$ cat src/rtl/rfit_pkg.sv
`timescale 1ns / 1ps
package rfit_pkg;

    localparam int SYM_W  = 8;
    localparam int FREQ_W = 16;
    localparam int EDGE_W = 24;
    localparam int USED_W = 9;

    typedef enum logic [1:0] {
        REQ_CLEAR  = 2'd0,
        REQ_LOAD   = 2'd1,
        REQ_RANK   = 2'd2,
        REQ_LOOKUP = 2'd3
    } t_req;

    typedef enum logic [2:0] {
        IDX_HOLD, IDX_CLR, IDX_INC, IDX_DEC, IDX_TOTAL
    } t_idx_op;

    typedef enum logic [1:0] {
        ACC_HOLD, ACC_CLR, ACC_ADD
    } t_acc_op;

    typedef enum logic [1:0] {
        RD_NONE, RD_IDX, RD_NEXT, RD_PREV
    } t_rd_sel;

    typedef enum logic [1:0] {
        WR_NONE, WR_SHIFT, WR_NEW
    } t_wr_sel;

    typedef enum logic [1:0] {
        TOT_HOLD, TOT_CLR, TOT_INC, TOT_DEC
    } t_tot_op;

    typedef enum logic [1:0] {
        EMIT_NONE, EMIT_MISS, EMIT_RD, EMIT_NEW
    } t_emit;

    typedef struct packed {
        logic    latch;
        t_idx_op idx_op;
        t_acc_op acc_op;
        t_rd_sel rd_sel;
        t_wr_sel wr_sel;
        t_tot_op tot_op;
        logic    pos_cap;
        t_emit   emit;
    } t_cmd;

    typedef struct packed {
        logic idx_eq_total;
        logic next_eq_total;
        logic idx_eq_pos;
        logic full;
        logic sym_hit;
        logic rank_hit;
        logic before_new;
    } t_stat;

endpackage

$ cat src/rtl/rfit_ctrl.sv
`timescale 1ns / 1ps
module rfit_ctrl import rfit_pkg::*; (
    input  logic  i_clk,
    input  logic  i_rst_n,
    input  logic  start,
    input  logic  [1:0] i_req_type,
    input  t_stat i_stat,
    output t_cmd  o_cmd,
    output logic  busy
);

    typedef enum logic [3:0] {
        S_IDLE, S_SCAN_RD, S_SCAN_EV, S_DEL_RD, S_DEL_EV, S_INS_RD, S_INS_EV,
        S_UP_RD, S_UP_EV, S_DONE_MISS, S_DONE_RD, S_DONE_NEW
    } t_state;

    t_state r_state, n_state;
    t_req   r_req, n_req;

    assign busy = (r_state != S_IDLE);

    always_comb begin
        n_state = r_state;
        n_req   = r_req;
        o_cmd   = '{latch: 1'b0, idx_op: IDX_HOLD, acc_op: ACC_HOLD, rd_sel: RD_NONE,
                    wr_sel: WR_NONE, tot_op: TOT_HOLD, pos_cap: 1'b0, emit: EMIT_NONE};
        case (r_state)
            S_IDLE: begin
                if (start) begin
                    n_req        = t_req'(i_req_type);
                    o_cmd.latch  = 1'b1;
                    o_cmd.idx_op = IDX_CLR;
                    o_cmd.acc_op = ACC_CLR;
                    if (t_req'(i_req_type) == REQ_CLEAR) begin
                        o_cmd.tot_op = TOT_CLR;
                        n_state      = S_DONE_MISS;
                    end else begin
                        n_state = S_SCAN_RD;
                    end
                end
            end
            S_SCAN_RD: begin
                if (i_stat.idx_eq_total) begin
                    if (r_req == REQ_LOAD) begin
                        o_cmd.idx_op = IDX_CLR;
                        o_cmd.acc_op = ACC_CLR;
                        n_state      = S_INS_RD;
                    end else begin
                        n_state = S_DONE_MISS;
                    end
                end else begin
                    o_cmd.rd_sel = RD_IDX;
                    n_state      = S_SCAN_EV;
                end
            end
            S_SCAN_EV: begin
                if ((r_req == REQ_RANK) ? i_stat.rank_hit : i_stat.sym_hit) begin
                    n_state = (r_req == REQ_LOAD) ? S_DEL_RD : S_DONE_RD;
                end else begin
                    o_cmd.acc_op = ACC_ADD;
                    o_cmd.idx_op = IDX_INC;
                    n_state      = S_SCAN_RD;
                end
            end
            S_DEL_RD: begin
                if (i_stat.next_eq_total) begin
                    o_cmd.tot_op = TOT_DEC;
                    o_cmd.idx_op = IDX_CLR;
                    o_cmd.acc_op = ACC_CLR;
                    n_state      = S_INS_RD;
                end else begin
                    o_cmd.rd_sel = RD_NEXT;
                    n_state      = S_DEL_EV;
                end
            end
            S_DEL_EV: begin
                o_cmd.wr_sel = WR_SHIFT;
                o_cmd.idx_op = IDX_INC;
                n_state      = S_DEL_RD;
            end
            S_INS_RD: begin
                if (i_stat.full) begin
                    n_state = S_DONE_MISS;
                end else if (i_stat.idx_eq_total) begin
                    o_cmd.pos_cap = 1'b1;
                    n_state       = S_UP_RD;
                end else begin
                    o_cmd.rd_sel = RD_IDX;
                    n_state      = S_INS_EV;
                end
            end
            S_INS_EV: begin
                if (i_stat.before_new) begin
                    o_cmd.acc_op = ACC_ADD;
                    o_cmd.idx_op = IDX_INC;
                    n_state      = S_INS_RD;
                end else begin
                    o_cmd.pos_cap = 1'b1;
                    o_cmd.idx_op  = IDX_TOTAL;
                    n_state       = S_UP_RD;
                end
            end
            S_UP_RD: begin
                if (i_stat.idx_eq_pos) begin
                    o_cmd.wr_sel = WR_NEW;
                    o_cmd.tot_op = TOT_INC;
                    n_state      = S_DONE_NEW;
                end else begin
                    o_cmd.rd_sel = RD_PREV;
                    n_state      = S_UP_EV;
                end
            end
            S_UP_EV: begin
                o_cmd.wr_sel = WR_SHIFT;
                o_cmd.idx_op = IDX_DEC;
                n_state      = S_UP_RD;
            end
            S_DONE_MISS: begin
                o_cmd.emit = EMIT_MISS;
                n_state    = S_IDLE;
            end
            S_DONE_RD: begin
                o_cmd.emit = EMIT_RD;
                n_state    = S_IDLE;
            end
            S_DONE_NEW: begin
                o_cmd.emit = EMIT_NEW;
                n_state    = S_IDLE;
            end
            default: begin
                n_state = S_IDLE;
            end
        endcase
    end

    always_ff @(posedge i_clk) begin
        if (!i_rst_n) begin
            r_state <= S_IDLE;
            r_req   <= REQ_CLEAR;
        end else begin
            r_state <= n_state;
            r_req   <= n_req;
        end
    end

endmodule

$ cat config.mk
export PLATFORM = sky130hd
export DESIGN_NAME = rfit_ctrl
export DESIGN_NICKNAME = d
export VERILOG_FILES = /design/src/rtl/rfit_pkg.sv /design/src/rtl/rfit_ctrl.sv
export SDC_FILE = /design/constraint.sdc
export NUM_CORES = 1
export LEC_CHECK = 0
export BUFFER_PORTS_ARGS = -buffer_cell sky130_fd_sc_hd__buf_2
export CAP_MARGIN = 20
export CORE_UTILIZATION = 50
export CTS_CLUSTER_SIZE = 20
export DETAILED_ROUTE_END_ITERATION = 8
export GPL_ROUTABILITY_DRIVEN = 0
export GPL_TIMING_DRIVEN = 0
export HOLD_SLACK_MARGIN = 0.02
export PLACE_DENSITY = 0.83
export SKIP_CTS_REPAIR_TIMING = 1
export SLEW_MARGIN = 25
export SYNTH_ARGS = -nofsm -noshare
export SYNTH_HDL_FRONTEND = slang
export SYNTH_SLANG_ARGS = --single-unit
$ cat constraint.sdc
create_clock -name i_clk -period 3.6 [get_ports i_clk]
set_input_delay 0.54 -clock i_clk [delete_from_list [all_inputs] [get_ports i_clk]]
set_output_delay 0.54 -clock i_clk [all_outputs]
set_load 0.02 [all_outputs]
## Word-level counts from Yosys, hierarchy flattened

Cells that the tools add are included.

| operators by class | value |
|---|---|
| eq/ne operators | 14 |
| mux-type cells | 39 |
| reduce and logical (&&, ||, !) cells | 5 |

Operators with widths:

| operator | count |
|---|---|
| 4-bit 2-to-1 mux | 9 |
| 4-bit case mux with 9 select lines | 1 |
| 3-bit case mux with 7 select lines | 1 |
| 4-bit by 3-bit equality test with 1-bit output (second input constant) | 4 |
| 4-bit equality test (second input constant) | 4 |
| 2-bit 2-to-1 mux | 6 |
| 2-bit case mux with 3 select lines | 2 |
| 1-bit 2-to-1 mux | 11 |
| 2-bit case mux with 5 select lines | 1 |
| 3-bit 2-to-1 mux | 3 |
| 4-bit by 2-bit equality test with 1-bit output (second input constant) | 2 |
| 2-bit case mux with 4 select lines | 1 |
| 6-bit 2-to-1 mux | 1 |
| 5-bit 2-to-1 mux | 1 |
| 4-bit by 1-bit equality test with 1-bit output (second input constant) | 1 |
| 4-bit zero test | 1 |
| 2-bit case mux with 2 select lines | 1 |
| 4-bit nonzero test | 1 |
| 2-bit by 1-bit equality test with 1-bit output (second input constant) | 1 |
| 2-bit equality test (second input constant) | 1 |
| 2-bit zero test | 1 |
| 2-bit != test (second input constant) | 1 |
| 1-bit case mux with 2 select lines | 1 |
| 2-bit AND reduction | 1 |
| 2-bit OR reduction | 1 |

| storage, ports and cells | value |
|---|---|
| register bits | 6 |
| output and inout port bits | 16 |

## Depth between registers and ports, before layout

Gate-level depths: netlist of run 1.

| logic depth | value |
|---|---|
| depth in word-level cells | 4 |
| mapped depth | 6 |

## Least setup slack after synthesis of run 1

Ideal clock, no wire load.

| timing path | value |
|---|---|
| path kind | register to output |
| from | register r_state[2] |
| to | output port o_cmd[8] (netlist bit) |
| arrival | 1.761 ns |
| data required time | 3.060 ns |
| slack | 1.299 ns |
| cell stages (with the launch flop) | 5 |
| path buffers | 2 |
| cells stage by stage | dfxtp_1 > buf_6 > buf_2 > nor2b_1 > a2111oi_0 |

RTL lines:

| what | line | text |
|---|---|---|
| start: declaration | rfit_ctrl.sv:17 | `t_state r_state, n_state;` |
| start signal: assignment | rfit_ctrl.sv:141 | `r_state <= n_state;` |
| end: declaration | rfit_ctrl.sv:8 | `output t_cmd o_cmd,` |

==> run summary, run 1 <==
worst setup margin = 1.310 ns
hold_ws = 0.5593 ns
most frequent cells in the layout = 30 x buf_2, 7 x nor2_1, 7 x a21oi_1
Syn Nets = 105
synth warn = 0
post-route DRC violation count = 0
total die area = 1478 um2
starting density of the core = 56.73%
Rel. slew slack = 73.49%
first-pass GRT wire length = 2663 um
Mapped Cells = 93
vias in the first global route = 650
reg2reg setup slack = 2.06 ns
latest clock arrival within the worst-skew pair = 0.26 ns
largest net degree at the start of global routing = 11
total grt overflow = 0
GRT Total Usage = 26.63%
Fmax = 0.4368 GHz
root buf cell = clkbuf_4
antenna violations before repair = 0
clk sink count = 6
CP max-delay cell = nor2_1
status = completed
ANT nets after route = 0
Critical Path Sink Type = output port
dpl cell area = 817.0 um2
post-synth cell types = 36
arrival time of the worst setup path = 1.75 ns
WL/cell = 12.54 um
crit-path cells = buf_6 > nor2_1 > nand3_1 > o211ai_1 > nand2b_1 > buf_2
routed wire length = 1718 um
die extent in y = 38.45 um
Clock transition at path regs = 0.05 ns
DP Worst Slack = 1.602 ns
total core area = 1171 um2
most common library cell in the layout ignoring fill and taps = buf_2
Hold Path Class = input port to flop
max-slew violation count = 0
post-synth top area share = 18.08%
Fin. Hold Viols = 0
Initial DRT Pass Iterations = 4
Horiz. Die Dim = 38.45 um
CTS tree = yes
vias per inst = 5.796
number of diodes = 0
top cells by area, synth = dfxtp_1 18%, mux2i_1 6.0%, nor2b_1 5.6%
Slew @ Worst Pin = 0.3961 ns
share of post-route cells with drive strength above 1 = 32.52%
Layout Utilization = 71.69%
Clock H-tree levels = 1
leakage = 0.4219 nW
Crit Path Class = flop to output port
Nets = 137
Layout area overhead = 26.37%
post-synthesis sequential area ratio = 18.08%
hpwl dp = 1329 um
Cell Area, Synth = 664.4 um2
fin crit period = 2.290 ns
register bit total from synthesis = 6
row count = 12
CP max FO = 10
final setup TNS = 0 ns
io pins = 28
Peak supply drop = 0.4304 mV
vias after detailed routing = 794
Design Area, Final = 839.6 um2
final setup vio count = 0
Iter 0 DRT Violations = 18
crit path launch type = flop
pwr dens = 759.1 nW/um2
Clock Skew = 0.001081 ns
WP data required = 3.06 ns
RSZ-0062 raised after global routing = no
max_cap viols = 0
final worst-path cycle share = 63.60%
Num CTS Buffers = 3
clk buf depth = 2
Synth area leader = dfxtp_1
synthesized area per cell = 7.144 um2
max incr delay on CP = 0.32 ns
PortBufs = 27
[flip-flops by register name (all words and copies together), names as in the netlist]
| name | flops |
|---|---|
| r_req | 2 |
| r_state | 4 |
[layout make-up]
cell class	count	area (um2)
buffer	6	37.54
clock buffer	3	22.52
fill	107	331.6
inverter	4	15.01
multi-input combinational	77	491.7
sequential	6	120.1
tap	14	17.52
timing repair buffer	27	135.1
[where the power goes]
part	internal (mW)	switching, mW
clock	0.0381	0.0301
combinational	0.178	0.278
sequential	0.0888	0.0243
total	0.305	0.332
[path summary, 6_finish.rpt]
kind | from | end | cells past startpoint
setup / recovery | r_state[2] | o_cmd[11] | 6
hold / removal | i_rst_n | r_req[0] | 2
setup reg to reg | r_state[0] | r_state[3] | 4
hold reg to reg | r_req[1] | r_req[1] | 2
[kinds of logic (layout without fill, tap and decap cells)]
family                    Yosys count  count (layout)  synth area share, %
muxes                               5               5                7.721
buffers and inverters              10              40                7.908
xor gates and xnor gates            1               1                1.319
AOI/OAI and AO/OA                  28              28                28.25
DFF                                 6               6                18.08
and+or+nand+nor                    43              43                36.72
[Yosys cell counts]
master     number
a2111oi_0       1
a211oi_1        2
a21oi_1         7
a31o_1          1
a31oi_1         2
and2_1          2
buf_2           3
buf_4           1
buf_6           1
clkbuf_1        1
dfxtp_1         6
inv_1           4
mux2_2          1
mux2i_1         4
nand2_1         5
nand2b_1        5
nand3_1         4
nand3b_1        2
nand4_1         1
nor2_1          7
nor2b_1         6
nor3_1          1
nor3b_1         2
o211a_1         1
o211ai_1        2
o21a_1          1
o21ai_0         5
o31a_1          2
o31ai_1         2
o32ai_1         1
o41ai_1         1
or2_2           2
or2b_1          1
or3_1           3
or3b_2          2
xnor2_1         1
[worst max-delay path: cells and delay by family (launching register included)]
kind	cells	cell delay, ns
buffers and inverters	2	0.28
AOI/OAI and AO/OA	1	0.23
and+or+nand+nor	3	0.68
DFF	1	0.30
[metrics by stage]
| stage | power, mW | std cells |
|---|---|---|
| finish | 0.6373 | 137 |
| global route | 0.6875 | 137 |
| global placement | 0.5595 | 134 |
| detailed placement | 0.5675 | 134 |
| floorplan | 0.4502 | 93 |
| CTS | 0.6353 | 137 |
[metal layers]
layer | global-route usage, % | wire, um | part of all wire [%]
met4 | 10.34 | 31 | 1.8
met1 | 33.69 | 819 | 48
met2 | 42.80 | 782 | 46
met5 | 0 | 0 | 0
met3 | 6.977 | 84 | 4.9
No activity file was read; power rests on OpenSTA's default activity.
==> run 2: changes to the inputs <==
--- a/config.mk
+++ b/config.mk
@@ -7,13 +7,13 @@
 export LEC_CHECK = 0
 export BUFFER_PORTS_ARGS = -buffer_cell sky130_fd_sc_hd__buf_2
 export CAP_MARGIN = 20
-export CORE_UTILIZATION = 50
+export CORE_UTILIZATION = 46
 export CTS_CLUSTER_SIZE = 20
 export DETAILED_ROUTE_END_ITERATION = 8
 export GPL_ROUTABILITY_DRIVEN = 0
 export GPL_TIMING_DRIVEN = 0
 export HOLD_SLACK_MARGIN = 0.02
-export PLACE_DENSITY = 0.83
+export PLACE_DENSITY = 0.77
 export SKIP_CTS_REPAIR_TIMING = 1
 export SLEW_MARGIN = 25
 export SYNTH_ARGS = -nofsm -noshare
==> constraint.sdc (replaced) <==
create_clock -name i_clk -period 2.2 [get_ports i_clk]
set_input_delay 0.33 -clock i_clk [delete_from_list [all_inputs] [get_ports i_clk]]
set_output_delay 0.33 -clock i_clk [all_outputs]
set_load 0.02 [all_outputs]
==> run summary, run 2 (synthesis gave the netlist of run 1 again) <==
vias in the first global route = 684
Critical Path Sink Type = output port
Slew @ Worst Pin = 0.3427 ns
Worst Hold Depth = 2
Iter 0 DRT Violations = 29
gr busiest metal = met2
latest clock arrival within the worst-skew pair = 0.24 ns
vias after detailed routing = 812
area occupied by multi-input gates = 494.2 um2
die extent in y = 40.01 um
DP Worst Slack = 0.3553 ns
Layout area overhead = 27.12%
FF+latch area = 120.1 um2
Initial DRT Pass Iterations = 4
clk buf depth = 2
Placed Cells = 135
hold_ws = 0.3427 ns
Num CTS Buffers = 3
number of diodes = 0
fin crit period = 2.031 ns
reg2reg setup slack = 0.64 ns
starting density of the core = 50.43%
Rel. slew slack = 76.56%
Nets = 137
ANT nets after route = 0
max reg flops = 4
GRT Total Usage = 25.00%
vias per inst = 5.884
WL/cell = 12.91 um
row count = 13
hold endpoint = r_req[0]
Fin. Hold Viols = 0
fillers = 128
leakage = 0.4259 nW
hpwl dp = 1373 um
pwr dens = 1235 nW/um2
clk sink count = 6
FF-to-FF Start = r_state[0]
status = completed
Horiz. Die Dim = 40.01 um
WP data required = 1.87 ns
hold path start = i_rst_n
max_cap viols = 0
dpl cell area = 818.3 um2
RSZ-0062 raised after global routing = no
total die area = 1600 um2
arrival time of the worst setup path = 1.70 ns
antenna violations before repair = 0
worst setup margin = 0.1691 ns
most frequent cells in the layout = 30 x buf_2, 7 x a21oi_1, 6 x nor2_1, 6 x nor2b_1, 6 x dfxtp_1
io pins = 28
Clock transition at path regs = 0.05 ns
largest registers = r_state (4), r_req (2)
post-route DRC violation count = 0
met1 GRT Util = 29.73%
Register-to-Register Path Depth = 4
largest net degree at the start of global routing = 11
R2R Path End = r_state[3]
Hold Path Class = input port to flop
Finished Layout Cells = 138
routed wire length = 1781 um
most common library cell in the layout ignoring fill and taps = buf_2
total grt overflow = 0
CP max FO = 10
met3 Usage GRT = 6.111%
crit path launch type = flop
first-pass GRT wire length = 2704 um
total core area = 1318 um2
final worst-path cycle share = 92.31%
routing usage on met2 = 42.74%
root buf cell = clkbuf_4
Clock H-tree levels = 1
PortBufs = 27
final setup TNS = 0 ns
Design Area, Final = 844.6 um2
share of post-route cells with drive strength above 1 = 34.15%
Fmax = 0.4924 GHz
final setup vio count = 0
max-slew violation count = 0
Crit Path Class = flop to output port
Clock Skew = 0.001540 ns
largest register by flop count = r_state
CTS tree = yes
Peak supply drop = 0.6114 mV
==> run 2: worst max-delay path by stage <==
stage / startpoint / end / slack [ns] / depth (start not counted)
floorplan: r_state[2] / o_cmd[8] / 0.11 / 4
global placement: r_state[2] / o_cmd[11] / 0.39 / 6
detailed placement: r_state[2] / o_cmd[11] / 0.36 / 6
CTS: r_state[2] / o_cmd[3] / 0.08 / 5
global route: r_state[1] / o_cmd[11] / 0.04 / 6
finish: r_state[1] / o_cmd[11] / 0.17 / 6
==> run 2: critical path, cell delays in order, from the launching register on <==
cell and delay (ns):
dfxtp_1 0.37, buf_2 0.21, buf_2 0.23, nand4_1 0.22, o211ai_1 0.16, nand2b_1 0.12
buf_2 0.15
==> run 2: power breakdown <==
part	leakage, nW	switching (mW)	total, mW	internal, mW
Combinational	0.363	0.458	0.754	0.296
Clock	0.0138	0.0411	0.103	0.0618
Sequential	0.0492	0.0411	0.187	0.145
Total	0.426	0.540	1.04	0.503
==> run 2: area by class of cell <==
type | instances | share of cell area (%)
Inverter | 4 | 1.778
Tap cell | 15 | 2.222
Clock buffer | 3 | 2.667
Multi-Input combinational cell | 77 | 58.52
Timing Repair Buffer | 27 | 16.00
Buffer | 6 | 4.593
Sequential cell | 6 | 14.22
==> run 2: per-stage QoR <==
stage	total power, mW	util (%)
6_report	1.043	64.10
5_1_grt	1.135	64.10
3_3_place_gp	0.9148	62.11
4_1_cts	1.038	63.82
2_1_floorplan	0.7367	-
3_5_place_dp	0.9255	62.11
==> run 2: routing by layer <==
layer / part of all wire, % / up-vias
li1: - / 399
met1: 42 / 379
met4: 0 / 0
met2: 52 / 34
met3: 5.7 / 0
met5: 0 / -
==> run 3: changes to the inputs <==
--- a/config.mk
+++ b/config.mk
@@ -5,15 +5,15 @@
 export SDC_FILE = /design/constraint.sdc
 export NUM_CORES = 1
 export LEC_CHECK = 0
-export BUFFER_PORTS_ARGS = -buffer_cell sky130_fd_sc_hd__buf_2
 export CAP_MARGIN = 20
-export CORE_UTILIZATION = 46
+export CORE_AREA = 2 2 39 41
 export CTS_CLUSTER_SIZE = 20
 export DETAILED_ROUTE_END_ITERATION = 8
+export DIE_AREA = 0 0 41 43
+export DONT_BUFFER_PORTS = 1
 export GPL_ROUTABILITY_DRIVEN = 0
 export GPL_TIMING_DRIVEN = 0
 export HOLD_SLACK_MARGIN = 0.02
-export PLACE_DENSITY = 0.77
 export SKIP_CTS_REPAIR_TIMING = 1
 export SLEW_MARGIN = 25
 export SYNTH_ARGS = -nofsm -noshare
==> run summary, run 3 (synthesis gave the netlist of run 1 again) <==
Fmax = 0.4708 GHz
Nets = 110
total die area = 1763 um2
routing usage on met2 = 29.38%
gr busiest metal = met2
root buf cell = clkbuf_4
CP bufs+invs = 0
WL/cell = 14.69 um
post-route DRC violation count = 0
leakage = 0.3112 nW
most common library cell in the layout ignoring fill and taps = a21oi_1
vias in the first global route = 571
RSZ-0062 raised after global routing = yes
max incr delay on CP = 0.53 ns
GRT Total Usage = 19.18%
Clock H-tree levels = 1
Horiz. Die Dim = 41 um
clk buf depth = 2
critical path's top delay family = simple AND/OR/NAND/NOR gates
Slew @ Worst Pin = 0.6327 ns
met3 Usage GRT = 2.618%
Hold Path Class = input port to flop
antenna violations before repair = 0
max-slew violation count = 0
share of post-route cells with drive strength above 1 = 22.92%
number of diodes = 0
CTS tree = yes
met1 GRT Util = 25.08%
Iter 0 DRT Violations = 4
Clock Skew = 0.002516 ns
Initial DRT Pass Iterations = 4
latest clock arrival within the worst-skew pair = 0.23 ns
final setup TNS = 0 ns
Rel. slew slack = 57.74%
fillers = 149
Layout Utilization = 54.34%
total grt overflow = 0
vias per inst = 6.241
Num CTS Buffers = 3
Peak supply drop = 0.6619 mV
most frequent cells in the layout = 7 x a21oi_1, 6 x nor2_1, 5 x nand2_1, 5 x nor2b_1, 5 x o21ai_0
ANT nets after route = 0
FF+latch area = 122.6 um2
dpl cell area = 685.7 um2
hold_ws = 0.2278 ns
max_cap viols = 0
status = completed
crit-path cells = nor2b_2 > nand3_1 > o211ai_1 > nand2b_4
CP max-delay cell = o211ai_1
Design Area, Final = 752.0 um2
pwr dens = 1336 nW/um2
starting density of the core = 48.01%
PortBufs = 0
Finished Layout Cells = 112
die extent in y = 43 um
io pins = 28
total core area = 1384 um2
row count = 14
final worst-path cycle share = 96.55%
largest registers = r_state (4), r_req (2)
area occupied by multi-input gates = 528.0 um2
worst setup margin = 0.07584 ns
max reg flops = 4
arrival time of the worst setup path = 1.79 ns
Crit Path Class = flop to output port
largest net degree at the start of global routing = 11
Placed Cells = 109
first-pass GRT wire length = 2352 um
Clock transition at path regs = 0.04 ns
vias after detailed routing = 699
Critical Path Sink Type = output port
Layout area overhead = 13.18%
hpwl dp = 1288 um
DP Worst Slack = 0.1175 ns
clk sink count = 6
routed wire length = 1645 um
crit path launch type = flop
Design Power = 1.004 mW
CP max FO = 8
fin crit period = 2.124 ns
WP data required = 1.87 ns
Fin. Hold Viols = 0
final setup vio count = 0
largest register by flop count = r_state
[run 3: power by group]
| part | internal (mW) | switching, mW |
|---|---|---|
| Combinational | 0.265 | 0.450 |
| Clock | 0.0613 | 0.0335 |
| Sequential | 0.150 | 0.0456 |
[run 3: worst paths after layout]
kind         startpoint    endpoint  slack (ns)  cells after the start
max          r_state[0]   o_cmd[11]        0.08                      4
min reg2reg    r_req[1]    r_req[1]        0.54                      2
max reg2reg  r_state[2]  r_state[3]        0.67                      5
min             i_rst_n    r_req[1]        0.23                      1
[run 3: cell type report]
class / count / area share (%)
Buffer: 6 / 5.824
Tap cell: 16 / 2.662
Inverter: 4 / 1.997
Clock buffer: 3 / 2.995
Multi-Input combinational cell: 77 / 70.22
Sequential cell: 6 / 16.31
[run 3: worst register-to-register path: cells and delay by family, from the launching register on]
family          cells  cell delay, ns
flops               1            0.30
buf+inv             1            0.13
simple gates        2            0.51
compound gates      2            0.49
[run 3: layer usage]
layer	vias up	routed length (um)
met5	-	0
met1	319	727
met2	30	774
met3	0	143
li1	350	-
met4	0	0
